==> config.mk <==
export PLATFORM = sky130hd
export DESIGN_NAME = ovn_front
export DESIGN_NICKNAME = d
export VERILOG_FILES = /design/src/sv/ovn_pkg.sv /design/src/sv/ovn_front.sv
export SDC_FILE = /design/constraint.sdc
export NUM_CORES = 1
export LEC_CHECK = 0
export ABC_AREA = 0
export BUFFER_PORTS_ARGS = -buffer_cell sky130_fd_sc_hd__clkbuf_2
export CAP_MARGIN = 10
export CORE_MARGIN = 3
export CORE_UTILIZATION = 36
export DETAILED_ROUTE_END_ITERATION = 16
export HOLD_SLACK_MARGIN = 0.03
export PLACE_DENSITY = 0.8
export SLEW_MARGIN = 10
export SYNTH_ARGS = -nofsm -noshare
export SYNTH_HDL_FRONTEND = slang
export SYNTH_SLANG_ARGS = --single-unit
==> constraint.sdc <==
create_clock -name clk_i -period 1.9 [get_ports clk_i]
set_input_delay 0.38 -clock clk_i [delete_from_list [all_inputs] [get_ports clk_i]]
set_output_delay 0.38 -clock clk_i [all_outputs]
set_load 0.02 [all_outputs]
==> src/sv/ovn_pkg.sv <==
// Shared types and constants of the octave value noise unit.
// No dependencies; imported by the front end, queue, back end, top level and checker.
`default_nettype none

package ovn_pkg;

  // grid geometry
  localparam int SIDE_LOG2   = 8;
  localparam int COORD_W     = 8;
  localparam int SEED_W      = 16;
  localparam int ADDR_W      = 2 * SIDE_LOG2;
  localparam int STORE_DEPTH = 1 << ADDR_W;

  // configuration port
  localparam int OCT_W      = 4;
  localparam int BIAS_W     = 12;
  localparam int CFG_IDX_W  = 4;
  localparam int CFG_DATA_W = 12;
  localparam logic [CFG_IDX_W-1:0] CFG_IDX_OCT  = CFG_IDX_W'(0);
  localparam logic [CFG_IDX_W-1:0] CFG_IDX_BIAS = CFG_IDX_W'(1);
  localparam logic [OCT_W-1:0]  OCT_RESET  = OCT_W'(1);
  localparam logic [BIAS_W-1:0] BIAS_RESET = BIAS_W'(512);
  localparam logic [BIAS_W-1:0] BIAS_MIN   = BIAS_W'(51);
  localparam logic [BIAS_W-1:0] BIAS_MAX   = BIAS_W'(2560);

  // octave loop
  localparam int OCT_HW    = 8;
  localparam int OCT_MAX   = (SIDE_LOG2 < OCT_HW) ? SIDE_LOG2 : OCT_HW;
  localparam int OCT_IDX_W = $clog2(OCT_HW);
  localparam int SH_W      = $clog2(SIDE_LOG2 + 1);
  localparam int PITCH_W   = SIDE_LOG2 + 1;
  localparam int CW_W      = 2 * PITCH_W;
  localparam int NUM_W     = CW_W + SEED_W;

  // octave weights, unsigned Q17.24 (largest weight stays below 2^41)
  localparam int W_FRAC  = 24;
  localparam int W_W     = 41;
  localparam int W_LO_W  = W_FRAC;
  localparam int W_HI_W  = W_W - W_LO_W;
  localparam int W_SHIFT = 8;
  localparam int DVD_W   = W_W + W_SHIFT;
  localparam logic [W_W-1:0] W_ONE = {{(W_W-W_FRAC-1){1'b0}}, 1'b1, {W_FRAC{1'b0}}};

  // result path
  localparam int NOISE_W = 16;
  localparam int ACC_W   = 60;
  localparam int WSUM_W  = 44;

  // item queue
  localparam int FIFO_DEPTH = 2;

  typedef enum logic {
    REQ_WRITE = 1'b0,
    REQ_QUERY = 1'b1
  } req_e;

  // one classified item in the queue
  typedef struct packed {
    req_e                  kind;
    logic [SIDE_LOG2-1:0]  x;
    logic [SIDE_LOG2-1:0]  y;
    logic [SEED_W-1:0]     seed;
  } item_t;

  // clamped configuration seen by the back end
  typedef struct packed {
    logic [OCT_W-1:0]  oct_n;
    logic [BIAS_W-1:0] bias;
    logic              bias_wr;
  } cfg_t;

  // seed store access from the back end
  typedef struct packed {
    logic              we;
    logic [ADDR_W-1:0] waddr;
    logic [SEED_W-1:0] wdata;
    logic [ADDR_W-1:0] raddr;
  } ram_req_t;

endpackage

`default_nettype wire

==> src/sv/ovn_front.sv <==
// Front end: input handshake, item classification, configuration registers.
// Depends on ovn_pkg.
`default_nettype none

module ovn_front import ovn_pkg::*; (
  input  logic                  clk_i,
  input  logic                  rst_ni,
  input  logic                  in_valid_i,
  output logic                  in_stall_o,
  input  logic                  req_type_i,
  input  logic [COORD_W-1:0]    coord_x_i,
  input  logic [COORD_W-1:0]    coord_y_i,
  input  logic [SEED_W-1:0]     seed_value_i,
  input  logic                  cfg_we_i,
  input  logic [CFG_IDX_W-1:0]  cfg_idx_i,
  input  logic [CFG_DATA_W-1:0] cfg_wdata_i,
  input  logic                  full_i,
  output logic                  push_o,
  output item_t                 item_o,
  output cfg_t                  cfg_o
);

  logic [OCT_W-1:0]  oct_q;
  logic [BIAS_W-1:0] bias_q;
  logic              wr_oct;
  logic              wr_bias;

  // register writes; unknown indexes fall through
  assign wr_oct  = cfg_we_i && (cfg_idx_i == CFG_IDX_OCT);
  assign wr_bias = cfg_we_i && (cfg_idx_i == CFG_IDX_BIAS);

  always_ff @(posedge clk_i or negedge rst_ni) begin
    if (!rst_ni) begin
      oct_q  <= OCT_RESET;
      bias_q <= BIAS_RESET;
    end else begin
      if (wr_oct) begin
        oct_q <= cfg_wdata_i[OCT_W-1:0];
      end
      if (wr_bias) begin
        bias_q <= cfg_wdata_i[BIAS_W-1:0];
      end
    end
  end

  // saturate both registers into their legal ranges
  always_comb begin
    if (oct_q == '0) begin
      cfg_o.oct_n = OCT_W'(1);
    end else if (oct_q > OCT_W'(OCT_MAX)) begin
      cfg_o.oct_n = OCT_W'(OCT_MAX);
    end else begin
      cfg_o.oct_n = oct_q;
    end
    if (bias_q < BIAS_MIN) begin
      cfg_o.bias = BIAS_MIN;
    end else if (bias_q > BIAS_MAX) begin
      cfg_o.bias = BIAS_MAX;
    end else begin
      cfg_o.bias = bias_q;
    end
    cfg_o.bias_wr = wr_bias;
  end

  // classify and push into the queue; coordinates wrap to the grid
  assign in_stall_o  = full_i;
  assign push_o      = in_valid_i && !full_i;
  assign item_o.kind = req_e'(req_type_i);
  assign item_o.x    = coord_x_i[SIDE_LOG2-1:0];
  assign item_o.y    = coord_y_i[SIDE_LOG2-1:0];
  assign item_o.seed = seed_value_i;

endmodule

`default_nettype wire

---- Word level (Yosys, flattened, before mapping) ----
Cells that the tools add are included.
W data, S select, Z words.
storage, ports and cells
  flip-flop bits (word level) ............. 16
  memory bits (writable) .................. 0
  memories ................................ 0
  bits in latches ......................... 0
  word-level logic and storage cells ...... 16
  input port bits ......................... 54
  bits in read-only memories .............. 0
  output and inout bits ................... 52
cells by class
  reductions and logical operators ........ 6
  add/sub/neg operators ................... 0
  equal/unequal tests ..................... 1
  shifts and indexed selects .............. 0
  div/mod/pow operators ................... 0
  muxes and demuxes ....................... 4
  magnitude comparators ................... 3
  multipliers ............................. 0
  bitwise operators ....................... 0
operator list
  cell                    count
  $mux W12                2
  $gt A12 B12 Y1 const B  1
  $lt A12 B6 Y1 const B   1
  $logic_not A4 Y1        2
  $mux W4                 2
  $eq A4 B1 Y1 const B    1
  $gt A4 B4 Y1 const B    1
  $logic_and A1 B1 Y1     3
  $logic_not A1 Y1        1

---- Longest topological paths before layout ----
Gate-level depths: netlist (run 1).
  depth in word-level cells ............... 3
  depth in mapped cells ................... 5
  mapped depth without buffers ............ 3

---- Worst setup path before layout (run 1) ----
Ideal clock, no wire load.
  path type ............................... register to output
  start point ............................. register bias_q[10]
  end point ............................... output port cfg_o[3] (netlist bit)
  arrival time ............................ 1.208 ns
  stages on the path, launching flop included .. 4
  required time ........................... 1.520 ns
  path slack .............................. 0.312 ns
  cells stage by stage .................... dfrtp_1 > nor4_1 > o211ai_1 > and3b_1
RTL lines
  item                    line             text
  from (decl)             ovn_front.sv:24  logic [BIAS_W-1:0] bias_q;
  from (signal assigned)  ovn_front.sv:41  bias_q <= cfg_wdata_i[BIAS_W-1:0];
  to (decl)               ovn_front.sv:20  output cfg_t cfg_o

==> flow_summary.yaml, run 1 <==
critical_path:
  reg2reg_depth: 2
  path_max_fanout: 4
  end_kind: "output pin"
  path_class: "flip-flop to output pin"
  rrSetupSlack_ns: 0.97
  cp_top_family: "simple AND/OR/NAND/NOR gates"
  crit_chain: "nor4_4 -> o211ai_1 -> and3b_2 -> buf_8"
  r2r-end: "bias_q[6]"
  crit_slowest_cell: "dfrtp_1"
  crit_buf_inv: 1
  crit_path_max_incr_delay_ns: 0.44
  crit_required_ns: 1.52
  crit_arrival_ns: 1.59
  rr_startpoint: "bias_q[6]"
  start_kind: "flip-flop"
timing:
  worst_slack_ns: -0.0737
  rsz0062_at_grt: "yes"
  fmax_ghz: 0.507
  setup_viol: 6
  finalHoldViolations: 0
  post-route-min-period_ns: 1.97
  skew_ns: 0
  fin_crit_sh: 1.04
  drv_slew: 0
  max_slew_margin: 0.735
  final.setup.tns_ns: -0.360
  tightest_slew_ns: 0.398
place:
  port_buffers: 39
  post-dp-hpwl_mm: 1.98
  gp_congestion: 0.793
  placed_cell_area_mm2: 0.00108
floorplanning:
  pin_count: 106
  core_area_mm2: 0.00283
  die_h_um: 61.4
  die_x_um: 61.4
  initial_utilization: 0.391
  num_rows: 19
  die-area_mm2: 0.00377
clock_network:
  tritoncts: "done"
  cts_buffers: 3
  root_buffer: "clkbuf_4"
  cts_sinks: 16
  clk_path_buf_depth: 2
  clk_pin_slew_ns: 0.09
  clk_latency_ns: 0.29
  htree_num_levels: 1
finish:
  num_antenna_cells: 0
  final_cell_mix: "clkbuf_2 (33), dfrtp_1 (13), mux2_4 (9), mux2_2 (7), buf_8 (6)"
  nets: 170
  stdcell_area_mm2: 0.00125
  drive_above_1_share: 0.670
  area_growth_syn_to_layout_pct: 13.6
  layout_commonest_cell: "clkbuf_2"
  fillers: 237
global_routing:
  grt_pass1_wl_mm: 3.69
  gr-total-overflow: 0
  gr-usage-all-layers: 0.139
  grt_max_degree: 17
  antenna_found_initial: 0
  grt_pass1_vias: 753
run_status:
  status: "complete, but fails checks"
  violations: "negative setup slack"
run:
  cap_viol_max_count: 0
drt:
  viasPerCell: 4.91
  wire_per_inst_um: 17.4
  drt_wl_total_mm: 2.55
  ant_nets: 0
  drc_errors: 0
  firstDrtPassIters: 4
  via_count: 717
  first_iter_violations: 8
worst_hold_path:
  min_from: "cfg_wdata_i[11]"
  min_path_cells: 2
  worstHoldPathType: "input pin to flip-flop"
  whs_endpoint: "bias_q[11]"
pwr:
  power_leakage_nw: 0.654
  totalPowerFinal_mw: 1.41
  power_density_mw_per_mm2: 1120
  ir_worst_vdd_mv: 0.774
synth:
  synth.avg_cell_area_um2: 10.6
  synth-seq-area-share: 0.365
  yosysUniqueCellTypes: 23
  syn-num-nets: 158
  yosysTopAreaCellShare: 0.317
  syn_area_mm2: 0.00110
  synth_area_leader_cell: "dfrtp_1"
  synth-seq-cells: 16
  yosys-top-cells-area: "dfrtp_1 (32%), buf_4 (24%), mux2_4 (12%), mux2_2 (7.1%), dfstp_2 (4.8%)"
  syn_inst: 104
  synth.yosys.warnings: 0
==> Yosys cell counts <==
library cell  count
and3b_1           2
a211oi_1          1
nor2_1            4
nand2b_1          1
and2_1            3
nor4b_4           1
o211ai_1          1
nand2_2           1
mux2_2            7
inv_1             1
and2b_1           1
mux2_4            9
clkbuf_1          2
nor4_1            2
nand2_1           9
dfstp_2           2
dfrtp_1          14
buf_6             1
buf_4            35
nor2b_1           4
a31oi_1           1
o21ai_1           1
nor4bb_1          1
==> per-layer routing <==
layer / wire, um / part of all wire / vias to the layer above / track usage
li1: - / - / 334 / -
met1: 817 / 0.32 / 314 / 0.142
met2: 1260 / 0.49 / 54 / 0.243
met3: 342 / 0.13 / 15 / 0.0335
met4: 129 / 0.051 / 0 / 0.109
met5: 0 / 0 / - / 0
==> what timing repair did <==
action	in CTS	in global routing
pin swaps	3	3
gates cloned	0	0
endpoints found under the setup margin	6	9
endpoints found under the hold margin	14	0
buffers inserted	2	0
resized for setup	19	12
hold buffers	1	0
==> flip-flops by register name, summed over array words and instances, names as in the netlist <==
signal / flops
oct_q: 4
bias_q: 12
==> how the worst max path moves through the flow <==
stage	slack [ns]	startpoint	depth (start not counted)	endpoint
final	-0.07	bias_q[10]	4	cfg_o[3]
after global routing	-0.19	bias_q[9]	4	cfg_o[3]
after CTS	-0.1	bias_q[9]	4	cfg_o[3]
after detailed placement	0.12	bias_q[10]	4	cfg_o[3]
after global placement	0.22	bias_q[10]	4	cfg_o[3]
after floorplan	0.31	bias_q[10]	3	cfg_o[3]
==> report_power, final <==
part / leakage [nW] / switching, mW / internal, mW
combinational: 0.442 / 0.306 / 0.348
sequential: 0.191 / 0.0976 / 0.428
clock: 0.0210 / 0.110 / 0.117
==> kinds of logic after synthesis <==
group / after synthesis / share of synthesized area
AOI/OAI and AO/OA: 4 / 0.0238
DFF: 16 / 0.365
muxes: 16 / 0.194
and+or+nand+nor: 29 / 0.160
buffers and inverters: 39 / 0.258
==> per-stage QoR <==
step,utilization,setup slack (ns),std cells,hold WS [ns]
4_1_cts,0.433,-0.0962,146,0.307
3_3_place_gp,0.382,0.217,139,0.311
5_1_grt,0.444,-0.189,146,0.299
2_1_floorplan,-,0.312,104,0.0844
6_report,0.444,-0.0737,146,0.313
3_5_place_dp,0.382,0.121,139,0.324
==> worst reg2reg max path, cell delays in order, from the launching register on <==
cell and delay, ns:
dfrtp_1 0.42, buf_4 0.15, mux2_4 0.25
==> layout make-up <==
type,count,area [um2],area share
inverter,1,3.75,0.00299
tap,31,38.8,0.0309
multi-input combinational,49,469,0.374
sequential,16,404,0.322
clock buffer,4,36.3,0.0289
timing repair buffer,45,303,0.241
Power figures use the tool's default switching activity.
==> inputs of run 2 (changes only) <==
- SKIP_CTS_REPAIR_TIMING: unset -> 1
==> flow_summary.yaml, run 2 (synthesis results as in run 1) <==
run_status:
  status: "complete, but fails checks"
  violations: "negative setup slack"
timing:
  tightest_slew_ns: 0.394
  max_slew_margin: 0.737
  rsz0062_at_grt: "yes"
  fin_crit_sh: 1.03
  worst_slack_ns: -0.0623
  setup_viol: 5
  drv_slew: 0
  finalHoldViolations: 0
  fmax_ghz: 0.510
  post-route-min-period_ns: 1.96
  skew_ns: 0
clock_network:
  clk_pin_slew_ns: 0.09
  cts_sinks: 16
  root_buffer: "clkbuf_4"
  clk_path_buf_depth: 2
  cts_buffers: 3
  clk_latency_ns: 0.29
  tritoncts: "done"
  htree_num_levels: 1
floorplanning:
  pin_count: 106
  core_area_mm2: 0.00283
  initial_utilization: 0.391
  die_x_um: 61.4
  die_h_um: 61.4
  die-area_mm2: 0.00377
  num_rows: 19
pwr:
  power_density_mw_per_mm2: 1110
  power_leakage_nw: 0.634
  ir_worst_vdd_mv: 0.611
  power.internal_mw: 0.848
  pwr-share-clk: 0.170
  netSwitchingPower_mw: 0.492
  totalPowerFinal_mw: 1.34
  switching_share: 0.367
  comb_power_share: 0.439
  pwr-share-seq: 0.392
critical_path:
  end_kind: "output pin"
  start_kind: "flip-flop"
  path_max_fanout: 4
  reg2reg_depth: 1
  crit_arrival_ns: 1.58
  crit_required_ns: 1.52
  path_class: "flip-flop to output pin"
global_routing:
  gr-usage-all-layers: 0.128
  antenna_found_initial: 0
  grt_pass1_vias: 709
  grt_max_degree: 17
  gr-total-overflow: 0
  grt_pass1_wl_mm: 3.43
drt:
  wire_per_inst_um: 17.2
  ant_nets: 0
  wl_met3_um: 342
  first_iter_violations: 3
  topRoutingLayerUsed: "met4"
  drt_wl_total_mm: 2.47
  drc_errors: 0
  viasPerCell: 4.91
  dr_wl_met2_mm: 1.19
  firstDrtPassIters: 2
  wl_met1_um: 811
  via_count: 707
finish:
  final_cell_mix: "clkbuf_2 (33), dfrtp_1 (13), mux2_4 (9), mux2_2 (7), buf_6 (6)"
  largest_registers: "bias_q: 12 flops, oct_q: 4 flops"
  largest_register: "bias_q"
  nets: 168
  num_antenna_cells: 0
  area_growth_syn_to_layout_pct: 9.29
  drive_above_1_share: 0.664
  layout_commonest_cell: "clkbuf_2"
  fillers: 247
  stdcell_area_mm2: 0.00121
  largest_register_ffs: 12
worst_hold_path:
  worstHoldPathType: "input pin to flip-flop"
  min_path_cells: 2
place:
  port_buffers: 39
  post-dp-hpwl_mm: 1.98
  pre_cts_ws_ns: 0.121
  placed_cell_area_mm2: 0.00108
  gp_congestion: 0.793
run:
  cap_viol_max_count: 0
## run 2: area by class of cell
cell class	instances	area [um2]	share of cell area
clock buffers	4	36.3	0.0301
inverters	1	3.75	0.00311
multi-input cells	49	459	0.380
well taps	31	38.8	0.0321
repair buffers	43	265	0.220
flip-flops and latches	16	404	0.335
## run 2: stage by stage
stage / util / hold WS, ns / instances / setup TNS [ns]
after global routing: 0.427 / 0.301 / 144 / -0.895
after floorplan: - / 0.0844 / 104 / 0
final: 0.427 / 0.315 / 144 / -0.135
after CTS: 0.395 / -0.00162 / 143 / -1.17
after detailed placement: 0.382 / 0.324 / 139 / 0
after global placement: 0.382 / 0.311 / 139 / 0
## run 2: worst paths after layout
check	start	end	slack, ns
max	bias_q[0]	cfg_o[3]	-0.06
min	cfg_wdata_i[11]	bias_q[11]	0.32
min in group asynchronous	rst_ni	bias_q[8]	0.55
max in group asynchronous	rst_ni	oct_q[0]	1.03
min reg2reg	oct_q[1]	oct_q[1]	0.55
max reg2reg	bias_q[10]	bias_q[10]	1.07
## run 2: worst max-delay path, stage by stage, from the launching register on
cell	delay, ns
dfrtp_1	0.43
nor4_1	0.34
a31oi_1	0.15
and3b_2	0.26
buf_6	0.12
## run 2: power by group through the flow
stage               sequential (mW)  combinational [mW]  clock [mW]
detailed placement            0.513               0.504           0
global placement              0.507               0.493           0
global route                  0.540               0.635       0.251
floorplan                     0.487               0.452           0
finish                        0.525               0.588       0.227
CTS                           0.506               0.505       0.233
## run 2: layer usage
metal  GRT usage  vias up
met3      0.0335       15
met4       0.100        0
met1       0.131      310
met5           0        -
met2       0.219       54
li1            -      328
