<file path="config.mk">
export PLATFORM = sky130hd
export DESIGN_NAME = ovn_back
export DESIGN_NICKNAME = d
export VERILOG_FILES = /design/src/sv/ovn_pkg.sv /design/src/sv/ovn_back.sv
export SDC_FILE = /design/constraint.sdc
export NUM_CORES = 2
export LEC_CHECK = 0
export BUFFER_PORTS_ARGS = -buffer_cell sky130_fd_sc_hd__clkbuf_2
export CAP_MARGIN = 10
export CORE_MARGIN = 1.5
export CORE_UTILIZATION = 40
export DETAILED_ROUTE_END_ITERATION = 16
export PLACE_DENSITY = 0.54
export SETUP_SLACK_MARGIN = 0.05
export SYNTH_ARGS = -nofsm -noshare
export SYNTH_HDL_FRONTEND = slang
export SYNTH_SLANG_ARGS = --single-unit
</file>
<file path="constraint.sdc">
create_clock -name clk_i -period 10.4 [get_ports clk_i]
set_input_delay 2.08 -clock clk_i [delete_from_list [all_inputs] [get_ports clk_i]]
set_output_delay 2.08 -clock clk_i [all_outputs]
set_load 0.03 [all_outputs]
</file>
<file path="src/sv/ovn_pkg.sv">
// Shared types and constants of the octave value noise unit.
// No dependencies; imported by the front end, queue, back end, top level and checker.
`default_nettype none

package ovn_pkg;

  // grid geometry
  localparam int SIDE_LOG2   = 8;
  localparam int COORD_W     = 8;
  localparam int SEED_W      = 16;
  localparam int ADDR_W      = 2 * SIDE_LOG2;
  localparam int STORE_DEPTH = 1 << ADDR_W;

  // configuration port
  localparam int OCT_W      = 4;
  localparam int BIAS_W     = 12;
  localparam int CFG_IDX_W  = 4;
  localparam int CFG_DATA_W = 12;
  localparam logic [CFG_IDX_W-1:0] CFG_IDX_OCT  = CFG_IDX_W'(0);
  localparam logic [CFG_IDX_W-1:0] CFG_IDX_BIAS = CFG_IDX_W'(1);
  localparam logic [OCT_W-1:0]  OCT_RESET  = OCT_W'(1);
  localparam logic [BIAS_W-1:0] BIAS_RESET = BIAS_W'(512);
  localparam logic [BIAS_W-1:0] BIAS_MIN   = BIAS_W'(51);
  localparam logic [BIAS_W-1:0] BIAS_MAX   = BIAS_W'(2560);

  // octave loop
  localparam int OCT_HW    = 8;
  localparam int OCT_MAX   = (SIDE_LOG2 < OCT_HW) ? SIDE_LOG2 : OCT_HW;
  localparam int OCT_IDX_W = $clog2(OCT_HW);
  localparam int SH_W      = $clog2(SIDE_LOG2 + 1);
  localparam int PITCH_W   = SIDE_LOG2 + 1;
  localparam int CW_W      = 2 * PITCH_W;
  localparam int NUM_W     = CW_W + SEED_W;

  // octave weights, unsigned Q17.24 (largest weight stays below 2^41)
  localparam int W_FRAC  = 24;
  localparam int W_W     = 41;
  localparam int W_LO_W  = W_FRAC;
  localparam int W_HI_W  = W_W - W_LO_W;
  localparam int W_SHIFT = 8;
  localparam int DVD_W   = W_W + W_SHIFT;
  localparam logic [W_W-1:0] W_ONE = {{(W_W-W_FRAC-1){1'b0}}, 1'b1, {W_FRAC{1'b0}}};

  // result path
  localparam int NOISE_W = 16;
  localparam int ACC_W   = 60;
  localparam int WSUM_W  = 44;

  // item queue
  localparam int FIFO_DEPTH = 2;

  typedef enum logic {
    REQ_WRITE = 1'b0,
    REQ_QUERY = 1'b1
  } req_e;

  // one classified item in the queue
  typedef struct packed {
    req_e                  kind;
    logic [SIDE_LOG2-1:0]  x;
    logic [SIDE_LOG2-1:0]  y;
    logic [SEED_W-1:0]     seed;
  } item_t;

  // clamped configuration seen by the back end
  typedef struct packed {
    logic [OCT_W-1:0]  oct_n;
    logic [BIAS_W-1:0] bias;
    logic              bias_wr;
  } cfg_t;

  // seed store access from the back end
  typedef struct packed {
    logic              we;
    logic [ADDR_W-1:0] waddr;
    logic [SEED_W-1:0] wdata;
    logic [ADDR_W-1:0] raddr;
  } ram_req_t;

endpackage

`default_nettype wire

</file>
<file path="src/sv/ovn_back.sv">
// Back end: seed writes, weight table, octave interpolation, final division.
// Depends on ovn_pkg; drives the seed store RAM through a ram_req_t.
`default_nettype none

module ovn_back import ovn_pkg::*; (
  input  logic               clk_i,
  input  logic               rst_ni,
  input  logic               empty_i,
  input  item_t              head_i,
  output logic               pop_o,
  input  cfg_t               cfg_i,
  output ram_req_t           ram_o,
  input  logic [SEED_W-1:0]  rdata_i,
  output logic               out_valid_o,
  input  logic               out_stall_i,
  output logic [NOISE_W-1:0] noise_value_o
);

  typedef enum logic [2:0] {
    ST_IDLE,
    ST_WGT,
    ST_OCT,
    ST_DIV,
    ST_OUT
  } state_e;

  localparam int PH_W   = 4;
  localparam int BIT_W  = $clog2(DVD_W);
  localparam int QCNT_W = $clog2(NOISE_W);
  localparam int PLO_W  = NOISE_W + W_LO_W;
  localparam int PHI_W  = NOISE_W + W_HI_W;

  // octave sequence phases
  localparam logic [PH_W-1:0] PH_ISSUE_LAST = PH_W'(3);
  localparam logic [PH_W-1:0] PH_PROD_FIRST = PH_W'(1);
  localparam logic [PH_W-1:0] PH_PROD_LAST  = PH_W'(4);
  localparam logic [PH_W-1:0] PH_ADD_FIRST  = PH_W'(2);
  localparam logic [PH_W-1:0] PH_ADD_LAST   = PH_W'(5);
  localparam logic [PH_W-1:0] PH_VAL        = PH_W'(6);
  localparam logic [PH_W-1:0] PH_LO         = PH_W'(7);
  localparam logic [PH_W-1:0] PH_HI         = PH_W'(8);
  localparam logic [PH_W-1:0] PH_SUM        = PH_W'(9);

  state_e               state_q;
  logic [SIDE_LOG2-1:0] x_q;
  logic [SIDE_LOG2-1:0] y_q;
  logic [OCT_IDX_W-1:0] j_q;
  logic [PH_W-1:0]      ph_q;
  logic [OCT_IDX_W-1:0] k_q;
  logic [BIT_W-1:0]     bit_q;
  logic [DVD_W-1:0]     dvd_q;
  logic [BIAS_W-1:0]    wrem_q;
  logic [DVD_W-1:0]     quo_q;
  logic [W_W-1:0]       wtab_q [OCT_HW];
  logic                 wvalid_q;
  logic [CW_W-1:0]      cw_q;
  logic [NUM_W-1:0]     prod_q;
  logic [NUM_W-1:0]     num_q;
  logic [NOISE_W-1:0]   val_q;
  logic [PLO_W-1:0]     plo_q;
  logic [PHI_W-1:0]     phi_q;
  logic [ACC_W-1:0]     acc_q;
  logic [WSUM_W-1:0]    wsum_q;
  logic [ACC_W-1:0]     rem_q;
  logic [ACC_W-1:0]     dsr_q;
  logic [NOISE_W-1:0]   qt_q;
  logic [QCNT_W-1:0]    cnt_q;
  logic                 out_valid_q;
  logic [NOISE_W-1:0]   noise_q;

  logic [SH_W-1:0]      sh;
  logic [PITCH_W-1:0]   pitch;
  logic [PITCH_W-1:0]   pm1;
  logic [SIDE_LOG2-1:0] fmask;
  logic [SIDE_LOG2-1:0] fx, fy, x1, y1, x2, y2, cx, cy;
  logic [PITCH_W-1:0]   wx_near, wy_near, wx_far, wy_far;
  logic [1:0]           corner;
  logic [CW_W-1:0]      cw;
  logic [NUM_W-1:0]     num_sh;
  logic [W_W-1:0]       wcur;
  logic [ACC_W-1:0]     acc_new;
  logic [WSUM_W-1:0]    wsum_new;
  logic                 oct_last;
  logic [BIAS_W:0]      wrem_sh;
  logic                 wfit;
  logic [BIAS_W:0]      wrem_nx;
  logic [DVD_W-1:0]     quo_nx;
  logic                 qfit;

  // cell geometry for the current octave
  always_comb begin
    sh      = SH_W'(SIDE_LOG2) - SH_W'(j_q);
    pitch   = PITCH_W'(1) << sh;
    pm1     = pitch - PITCH_W'(1);
    fmask   = pm1[SIDE_LOG2-1:0];
    fx      = x_q & fmask;
    fy      = y_q & fmask;
    x1      = x_q & ~fmask;
    y1      = y_q & ~fmask;
    x2      = x1 + pitch[SIDE_LOG2-1:0];
    y2      = y1 + pitch[SIDE_LOG2-1:0];
    wx_near = pitch - PITCH_W'(fx);
    wy_near = pitch - PITCH_W'(fy);
    wx_far  = PITCH_W'(fx);
    wy_far  = PITCH_W'(fy);
    corner  = ph_q[1:0];
    cx      = corner[0] ? x2 : x1;
    cy      = corner[1] ? y2 : y1;
    cw      = CW_W'(corner[0] ? wx_far : wx_near) * CW_W'(corner[1] ? wy_far : wy_near);
    num_sh  = num_q >> {sh, 1'b0};
  end

  // weighting and accumulation
  assign wcur     = wtab_q[j_q];
  assign acc_new  = acc_q + ACC_W'({phi_q, {W_LO_W{1'b0}}});
  assign wsum_new = wsum_q + WSUM_W'(wcur);
  assign oct_last = (OCT_W'(j_q) + OCT_W'(1)) == cfg_i.oct_n;

  // one bit of the weight division w * 256 / bias
  assign wrem_sh = {wrem_q, dvd_q[DVD_W-1]};
  assign wfit    = wrem_sh >= {1'b0, cfg_i.bias};
  assign wrem_nx = wfit ? wrem_sh - {1'b0, cfg_i.bias} : wrem_sh;
  assign quo_nx  = {quo_q[DVD_W-2:0], wfit};

  // one bit of the final normalizing division
  assign qfit = rem_q >= dsr_q;

  // queue and seed store access
  assign pop_o       = (state_q == ST_IDLE) && !empty_i;
  assign ram_o.we    = pop_o && (head_i.kind == REQ_WRITE);
  assign ram_o.waddr = {head_i.y, head_i.x};
  assign ram_o.wdata = head_i.seed;
  assign ram_o.raddr = {cy, cx};

  assign out_valid_o   = out_valid_q;
  assign noise_value_o = noise_q;

  always_ff @(posedge clk_i or negedge rst_ni) begin
    if (!rst_ni) begin
      state_q     <= ST_IDLE;
      x_q         <= '0;
      y_q         <= '0;
      j_q         <= '0;
      ph_q        <= '0;
      k_q         <= '0;
      bit_q       <= '0;
      dvd_q       <= '0;
      wrem_q      <= '0;
      quo_q       <= '0;
      for (int i = 0; i < OCT_HW; i++) begin
        wtab_q[i] <= '0;
      end
      wvalid_q    <= 1'b0;
      cw_q        <= '0;
      prod_q      <= '0;
      num_q       <= '0;
      val_q       <= '0;
      plo_q       <= '0;
      phi_q       <= '0;
      acc_q       <= '0;
      wsum_q      <= '0;
      rem_q       <= '0;
      dsr_q       <= '0;
      qt_q        <= '0;
      cnt_q       <= '0;
      out_valid_q <= 1'b0;
      noise_q     <= '0;
    end else begin
      // result taken by the receiver
      if (out_valid_q && !out_stall_i) begin
        out_valid_q <= 1'b0;
      end
      // a new bias makes the weight table stale
      if (cfg_i.bias_wr) begin
        wvalid_q <= 1'b0;
      end

      unique case (state_q)
        ST_IDLE: begin
          if (!empty_i && (head_i.kind == REQ_QUERY)) begin
            x_q    <= head_i.x;
            y_q    <= head_i.y;
            j_q    <= '0;
            ph_q   <= '0;
            acc_q  <= '0;
            wsum_q <= '0;
            if (wvalid_q) begin
              state_q <= ST_OCT;
            end else begin
              state_q   <= ST_WGT;
              wtab_q[0] <= W_ONE;
              k_q       <= OCT_IDX_W'(1);
              bit_q     <= '0;
              wrem_q    <= '0;
              quo_q     <= '0;
              dvd_q     <= {W_ONE, {W_SHIFT{1'b0}}};
            end
          end
        end

        // rebuild the weight table, one quotient bit per cycle
        ST_WGT: begin
          dvd_q  <= dvd_q << 1;
          wrem_q <= wrem_nx[BIAS_W-1:0];
          quo_q  <= quo_nx;
          bit_q  <= bit_q + BIT_W'(1);
          if (bit_q == BIT_W'(DVD_W - 1)) begin
            wtab_q[k_q] <= quo_nx[W_W-1:0];
            bit_q       <= '0;
            wrem_q      <= '0;
            quo_q       <= '0;
            dvd_q       <= {quo_nx[W_W-1:0], {W_SHIFT{1'b0}}};
            if (k_q == OCT_IDX_W'(OCT_HW - 1)) begin
              wvalid_q <= 1'b1;
              state_q  <= ST_OCT;
            end else begin
              k_q <= k_q + OCT_IDX_W'(1);
            end
          end
        end

        // one octave: four corner reads, bilinear sum, weighting
        ST_OCT: begin
          ph_q <= ph_q + PH_W'(1);
          if (ph_q <= PH_ISSUE_LAST) begin
            cw_q <= cw;
          end
          if (ph_q == '0) begin
            num_q <= '0;
          end
          if ((ph_q >= PH_PROD_FIRST) && (ph_q <= PH_PROD_LAST)) begin
            prod_q <= NUM_W'(rdata_i) * NUM_W'(cw_q);
          end
          if ((ph_q >= PH_ADD_FIRST) && (ph_q <= PH_ADD_LAST)) begin
            num_q <= num_q + prod_q;
          end
          case (ph_q)
            PH_VAL: val_q <= num_sh[NOISE_W-1:0];
            PH_LO:  plo_q <= PLO_W'(val_q) * PLO_W'(wcur[W_LO_W-1:0]);
            PH_HI: begin
              phi_q <= PHI_W'(val_q) * PHI_W'(wcur[W_W-1:W_LO_W]);
              acc_q <= acc_q + ACC_W'(plo_q);
            end
            PH_SUM: begin
              acc_q  <= acc_new;
              wsum_q <= wsum_new;
              ph_q   <= '0;
              j_q    <= j_q + OCT_IDX_W'(1);
              if (oct_last) begin
                state_q <= ST_DIV;
                rem_q   <= acc_new;
                dsr_q   <= ACC_W'(wsum_new) << (NOISE_W - 1);
                cnt_q   <= QCNT_W'(NOISE_W - 1);
              end
            end
            default: ;
          endcase
        end

        // restoring division of the weighted sum by the weight sum
        ST_DIV: begin
          if (qfit) begin
            rem_q <= rem_q - dsr_q;
          end
          qt_q  <= {qt_q[NOISE_W-2:0], qfit};
          dsr_q <= dsr_q >> 1;
          cnt_q <= cnt_q - QCNT_W'(1);
          if (cnt_q == '0) begin
            state_q <= ST_OUT;
          end
        end

        // hand the result to the output register
        ST_OUT: begin
          if (!out_valid_q || !out_stall_i) begin
            out_valid_q <= 1'b1;
            noise_q     <= qt_q;
            state_q     <= ST_IDLE;
          end
        end

        default: state_q <= ST_IDLE;
      endcase
    end
  end

endmodule

`default_nettype wire

</file>
# Word-level counts from Yosys, hierarchy flattened
# Cells that the tools add are included.
[op_classes]
add_sub_neg = 18
n_mul = 4
n_div = 0
magnitude_cmp = 10
n_eq_ne = 22
shift = 2
mux = 76
bitwise_logic = 8
n_reduce_logical = 36
[op_table]
columns = ["cell", "count"]
rows = [
  ["case mux 60 bit (2 select lines)", 4],
  ["2-to-1 mux 60 bit", 6],
  ["bitwise mux 328 bit", 1],
  ["2-to-1 mux 328 bit", 1],
  ["2-to-1 mux 41 bit", 5],
  ["2-to-1 mux 49 bit", 3],
  ["binary-select mux 41 bit (select 3 bit)", 1],
  ["demux 41 bit (select 3 bit)", 1],
  ["2-to-1 mux 40 bit", 3],
  ["case mux 49 bit (2 select lines)", 1],
  ["2-to-1 mux 44 bit", 2],
  ["case mux 44 bit (2 select lines)", 1],
  ["case mux 41 bit (2 select lines)", 1],
  ["case mux 40 bit (2 select lines)", 1],
  ["2-to-1 mux 34 bit", 2],
  ["adder 60 x 40 -> 60 bit", 1],
  ["adder 60 x 57 -> 60 bit", 1],
  ["greater-or-equal comparator 60 bit", 1],
  ["subtractor 60 bit", 1],
  ["2-to-1 mux 12 bit", 4],
  ["adder 44 x 41 -> 44 bit", 1],
  ["multiplier 16 x 24 -> 40 bit", 1],
  ["2-to-1 mux 3 bit", 13],
  ["adder 34 bit", 1],
  ["58 further kinds", 119],
]
[totals]
register_bits = 901
latchBits = 0
ramBits = 0
romBits = 0
inputBits = 70
out_inout_bits = 67
wordCells = 209
n_memories = 0

# Logic depth before layout (Yosys ltp)
[logic_depth]
word_depth = 8
depth_mapped = 40
depth_no_buf = 35

# Worst setup path after synthesis
# No wires, ideal clock.
[synth_path]
path_kind = "register to register"
startpoint = "register j_q[0]"
endpoint = "register cw_q[17]"
t_arrival_ns = 8.561
required_ns = 10.263
setup_slack_ns = 1.702
path_stages_with_launch = 38
path_buffers = 6
synth_period_minus_slack_ns = 8.698
path_cell_list = "dfrtp_1 -> clkbuf_1 -> clkbuf_1 -> inv_1 -> clkbuf_1 -> clkbuf_1 -> ha_1 -> nand2b_1 -> o21ai_2 -> buf_4 -> nand2_1 -> nor2_1 -> a21oi_1 -> ha_1 -> a2111oi_0 -> o41ai_1 -> a21oi_1 -> nor2b_1 -> [2 not listed] -> or2_1 -> buf_4 -> nor2_1 -> fa_1 -> fa_1 -> fa_1 -> inv_1 -> fa_1 -> inv_1 -> ha_1 -> a21oi_1 -> nand2b_1 -> a21boi_0 -> o31a_1 -> o41ai_1 -> o21ai_0 -> xnor2_1 -> o21ai_0"
[synth_between]
elab_chain_cells = 7
elab_cells_between_ends = 10
classes_between = "add/sub (4); mul (1); shift (1); mux (2); bitwise (2)"
[synth_rtl]
columns = ["element", "line", "rtl"]
rows = [
  ["start, declared", "ovn_back.sv:47", "logic [OCT_IDX_W-1:0] j_q;"],
  ["start signal, assigned", "ovn_back.sv:248", "j_q <= j_q + OCT_IDX_W'(1);"],
  ["subtractor 4 x 3 -> 4 bit (*)", "ovn_back.sv:92", "sh = SH_W'(SIDE_LOG2) - SH_W'(j_q);"],
  ["left shift 1 x 4 -> 9 bit (*)", "ovn_back.sv:93", "pitch = PITCH_W'(1) << sh;"],
  ["subtractor 8 x 1 -> 8 bit", "ovn_back.sv:94", "pm1 = pitch - PITCH_W'(1);"],
  ["bitwise AND 8 bit, on equally long branches", "ovn_back.sv:96, ovn_back.sv:97", ""],
  ["subtractor 9 x 8 -> 9 bit, on equally long branches", "ovn_back.sv:102, ovn_back.sv:103", ""],
  ["2-to-1 mux 9 bit", "ovn_back.sv:109", "cw = CW_W'(corner[0] ? wx_far : wx_near) * CW_W'(corner[1] ? wy_far : wy_near);"],
  ["multiplier 9 x 9 -> 18 bit (*)", "ovn_back.sv:109", ""],
  ["end signal, assigned", "ovn_back.sv:226", "cw_q <= cw;"],
  ["end, declared", "ovn_back.sv:56", "logic [CW_W-1:0] cw_q;"],
]
# Every way passes the cells marked *; elsewhere a longest branch is shown, timed or not.
# A chain may end at the register's enable or synchronous reset.

# Final worst setup path
[layout_path]
startpoint = "register j_q[1]"
endpoint = "register cw_q[17]"
# Same word-level chain as after synthesis.

==> implementation parameters <==
Parameter                              Value

Run status
  Run status ... finished clean

GRT
  Gr usage total ... 22.71%
  Global-route wire length before repair ... 388.3 mm
  Total grt overflow ... 0
  Number of global-route vias before repair ... 67200
  Largest net degree at the start of global routing ... 133
  Number of antenna violations at the first check in global routing ... 2

Logic synthesis
  Top cells by area, synth ... sky130_fd_sc_hd__dfrtp_1, sky130_fd_sc_hd__fa_1, sky130_fd_sc_hd__ha_1
  Syn Std Cell Area ... 84450 um^2
  Synth Area per Inst ... 9.316 um^2
  Cells after Synth ... 9065
  Most frequent cells after synthesis ... sky130_fd_sc_hd__nand2_1, sky130_fd_sc_hd__inv_1, sky130_fd_sc_hd__dfrtp_1
  Sequential cell area fraction in the yosys report ... 26.43%
  Xor and xnor area share after synthesis ... 3.402%
  Primary FF master, synth ... sky130_fd_sc_hd__dfrtp_1
  Complex-gate fraction of the synthesized area ... 13.49%
  Area leader, netlist ... sky130_fd_sc_hd__dfrtp_1
  Leading cell type by number of instances after synthesis ... sky130_fd_sc_hd__nand2_1
  Main combinational cell family by area after synthesis ... adder cells
  Simple logic cell fraction of the synthesized area ... 13.88%
  Post-synth ARST share ... 100.0%
  Total of flip-flops plus latches after synthesis ... 892
  Portion of netlist area occupied by mux cells ... 7.922%
  Adder-cell area share of the yosys netlist ... 27.67%
  Number of synthesized flops with an enable pin ... 0
  Fraction of post-synthesis cell area in the top cell type by area ... 26.43%
  Synth unique cells ... 93
  Post-synthesis net count ... 10530
  Yosys warning count ... 0

STA
  Number of failing setup endpoints in the final timing report ... 0
  Unrepaired setup endpoints after global routing ... false
  Worst Tran Pin Value ... 1160 ps
  Setup ws final ... 1130 ps
  Share of the clock period used by the worst path ... 89.13%
  Max_slew headroom ... 22.62%
  Max Clk Rate ... 107.9 MHz
  Final setup TNS ... 0 ps
  Time the final worst path needs with I/O delays and setup ... 9270 ps
  Worst setup skew after layout ... 77.81 ps
  Max Slew Vio Count ... 0
  Final-report hold violation count ... 0
  Worst slack on hold paths ... 475.4 ps

Route
  DR vias ... 64360
  DRT Pass-1 Iters ... 5
  Post-Route WL ... 242.0 mm
  First-iteration detailed-routing DRC count ... 4236
  Final routed wire length divided by cell count ... 20.58 um
  Remaining antenna violation count after routing ... 0
  DR vias/cell ... 5.473
  DRC violation count after routing ... 0

Place
  Post-placement cell area ... 87450 um^2
  RD Place Congestion ... 0.8933
  Buffers on Ports ... 104
  Pre-CTS WS ... 1178 ps
  Dpl hpwl ... 178.9 mm

Clocking
  Clock latency of the later-clocked register in the worst-skew pair ... 780 ps
  Clk sinks ... 892
  Post-CTS repair timing setup buffer count ... 0
  Clk pin slew, worst setup/hold paths ... 60 ps
  Total clock buffers created by CTS ... 105
  Post-cts resize count ... 0
  CTS Hold Buffers Added ... 0
  Root buf cell ... sky130_fd_sc_hd__clkbuf_16
  Buffer depth of the longest clock path ... 3
  Clock tree from TritonCTS ... done
  Number of H-tree levels ... 3

Setup path
  Worst endpoint data arrival time ... 9840 ps
  Number of logic stages on the critical path including buffering ... 33
  Dominant cell type by count on the critical path ... sky130_fd_sc_hd__inv_1
  Critical path's slowest cell ... sky130_fd_sc_hd__a2111oi_0
  Length in cells of the worst reg-to-reg path ... 33
  Critical path capture point type ... flop
  Minimum setup slack among reg-to-reg paths ... 1130 ps
  Number of buffers and inverters on the critical path ... 5
  Crit path max-delay family ... compound AO/OA/AOI/OAI gates
  Slowest stage delay, CP ... 740 ps
  Reg-to-reg startpoint ... j_q[1]
  Critical path start-end classification ... reg -> reg
  Critical path origin ... j_q[1]
  Crit Reg-Reg Endpoint ... cw_q[17]
  Required time of the critical path ... 10970 ps
  Crit path launch type ... flop
  Largest fanout of any net on the critical path ... 32
  Crit path capture ... cw_q[17]

Final layout
  Layout cell share with drive strength beyond 1 ... 10.26%
  Post-layout nets ... 10320
  Layout Cell Area excl Fill ... 91090 um^2
  Fillcell total ... 20570
  Area growth from synthesis to layout ... 7.866%

Die
  Placeable core region ... 209800 um^2
  Total number of placement rows ... 168
  Starting density of the core ... 40.25%
  X dimension of the die ... 462.5 um
  Total Die Area ... 213900 um^2
  Overall die height ... 462.5 um
  Number of ports placed on the die boundary ... 137

Run
  Number of violations of the max-capacitance limit ... 0

Worst hold path
  Worst min-delay path class ... reg -> reg
[flip-flops by register name, indices dropped and copies added, names as in the netlist, 3 cells and up]
register / cells
wrem_q: 12
bit_q: 6
k_q: 3
phi_q: 33
j_q: 3
dsr_q: 59
state_q: 3
y_q: 8
plo_q: 40
cw_q: 18
dvd_q: 41
acc_q: 60
qt_q: 16
ph_q: 4
quo_q: 40
wtab_q: 328
prod_q: 34
num_q: 34
val_q: 16
rem_q: 60
cnt_q: 4
wsum_q: 44
x_q: 8
noise_value_o: 16
[cells in the final DEF, fill, tap and decap left out, drive strengths merged, types with 48 or more instances in the layout]
cell and count:
mux2i 98, clkbuf 255, o21ai 548, and3 48, o21bai 56, mux2 319
nand2b 55, a21o 179, nor3 59, nor2b 73, nand3 94, dfrtp 892
ha 600, a31oi 49, a22o 134, nand4 49, fa 792, inv 1045
xnor2 183, a21oi 367, buf 120, mux4 94, nor2 358, and2 316
xor2 145, nand2 1436, a211oi 51
[worst register-to-register path: cells and delay by family (launching register included)]
family                   cells  cell delay (ps)
flip-flops                   1              690
buffers and inverters        5              660
adder cells (fa/ha/maj)      7             2790
AND/OR/NAND/NOR              6             1050
AO/OA/AOI/OAI               14             3760
XOR/XNOR                     1              180
[layer usage]
layer / wire length [um] / track usage [%] / vias up
met2: 116900 / 38.59 / 1357
met1: 110400 / 31.11 / 32940
li1: - / - / 29790
met5: 0 / 0 / -
met3: 10100 / 2.365 / 270
met4: 4684 / 5.223 / 0
[metrics by stage]
| step | std cells | utilization [%] |
|---|---|---|
| detailed placement | 11560 | 41.69 |
| finish | 11760 | 43.42 |
| CTS | 11760 | 43.42 |
| global placement | 11560 | 41.69 |
| global route | 11760 | 43.42 |
| floorplan | 9065 | - |
[cell type report]
cell class                      count  area [um^2]  share of cell area [%]
Multi-Input combinational cell   6596        56220                   61.71
Sequential cell                   892        22340                   24.52
Inverter                         1043         3915                   4.298
Tap cell                         2805         3510                   3.853
Clock buffer                      152         3065                   3.365
Timing Repair Buffer              223         1474                   1.618
Clock inverter                     48        571.8                  0.6277
Antenna cell                        1        2.502                0.002747
[worst min-delay path by stage]
stage | end | cells after the start | slack [ps] | startpoint
finish | phi_q[12] | 2 | 480 | phi_q[12]
global route | dvd_q[15] | 2 | 510 | dvd_q[15]
CTS | qt_q[15] | 2 | 480 | qt_q[15]
detailed placement | qt_q[15] | 2 | 470 | qt_q[15]
global placement | qt_q[15] | 2 | 460 | qt_q[15]
floorplan | qt_q[15] | 2 | 440 | qt_q[15]
[kinds of logic (layout without fill, tap and decap cells)]
| kind of cell | after synthesis | in the layout |
|---|---|---|
| simple gates | 2606 | 2606 |
| compound gates | 1759 | 1759 |
| buf+inv | 1577 | 1466 |
| fa+ha+maj | 1392 | 1392 |
| flops | 892 | 892 |
| mux | 511 | 511 |
| xor+xnor | 328 | 328 |
| other cells | 0 | 1 |
Power is not shown: default switching activity piles up to over one toggle a cycle in this logic, so the estimate is an artifact.
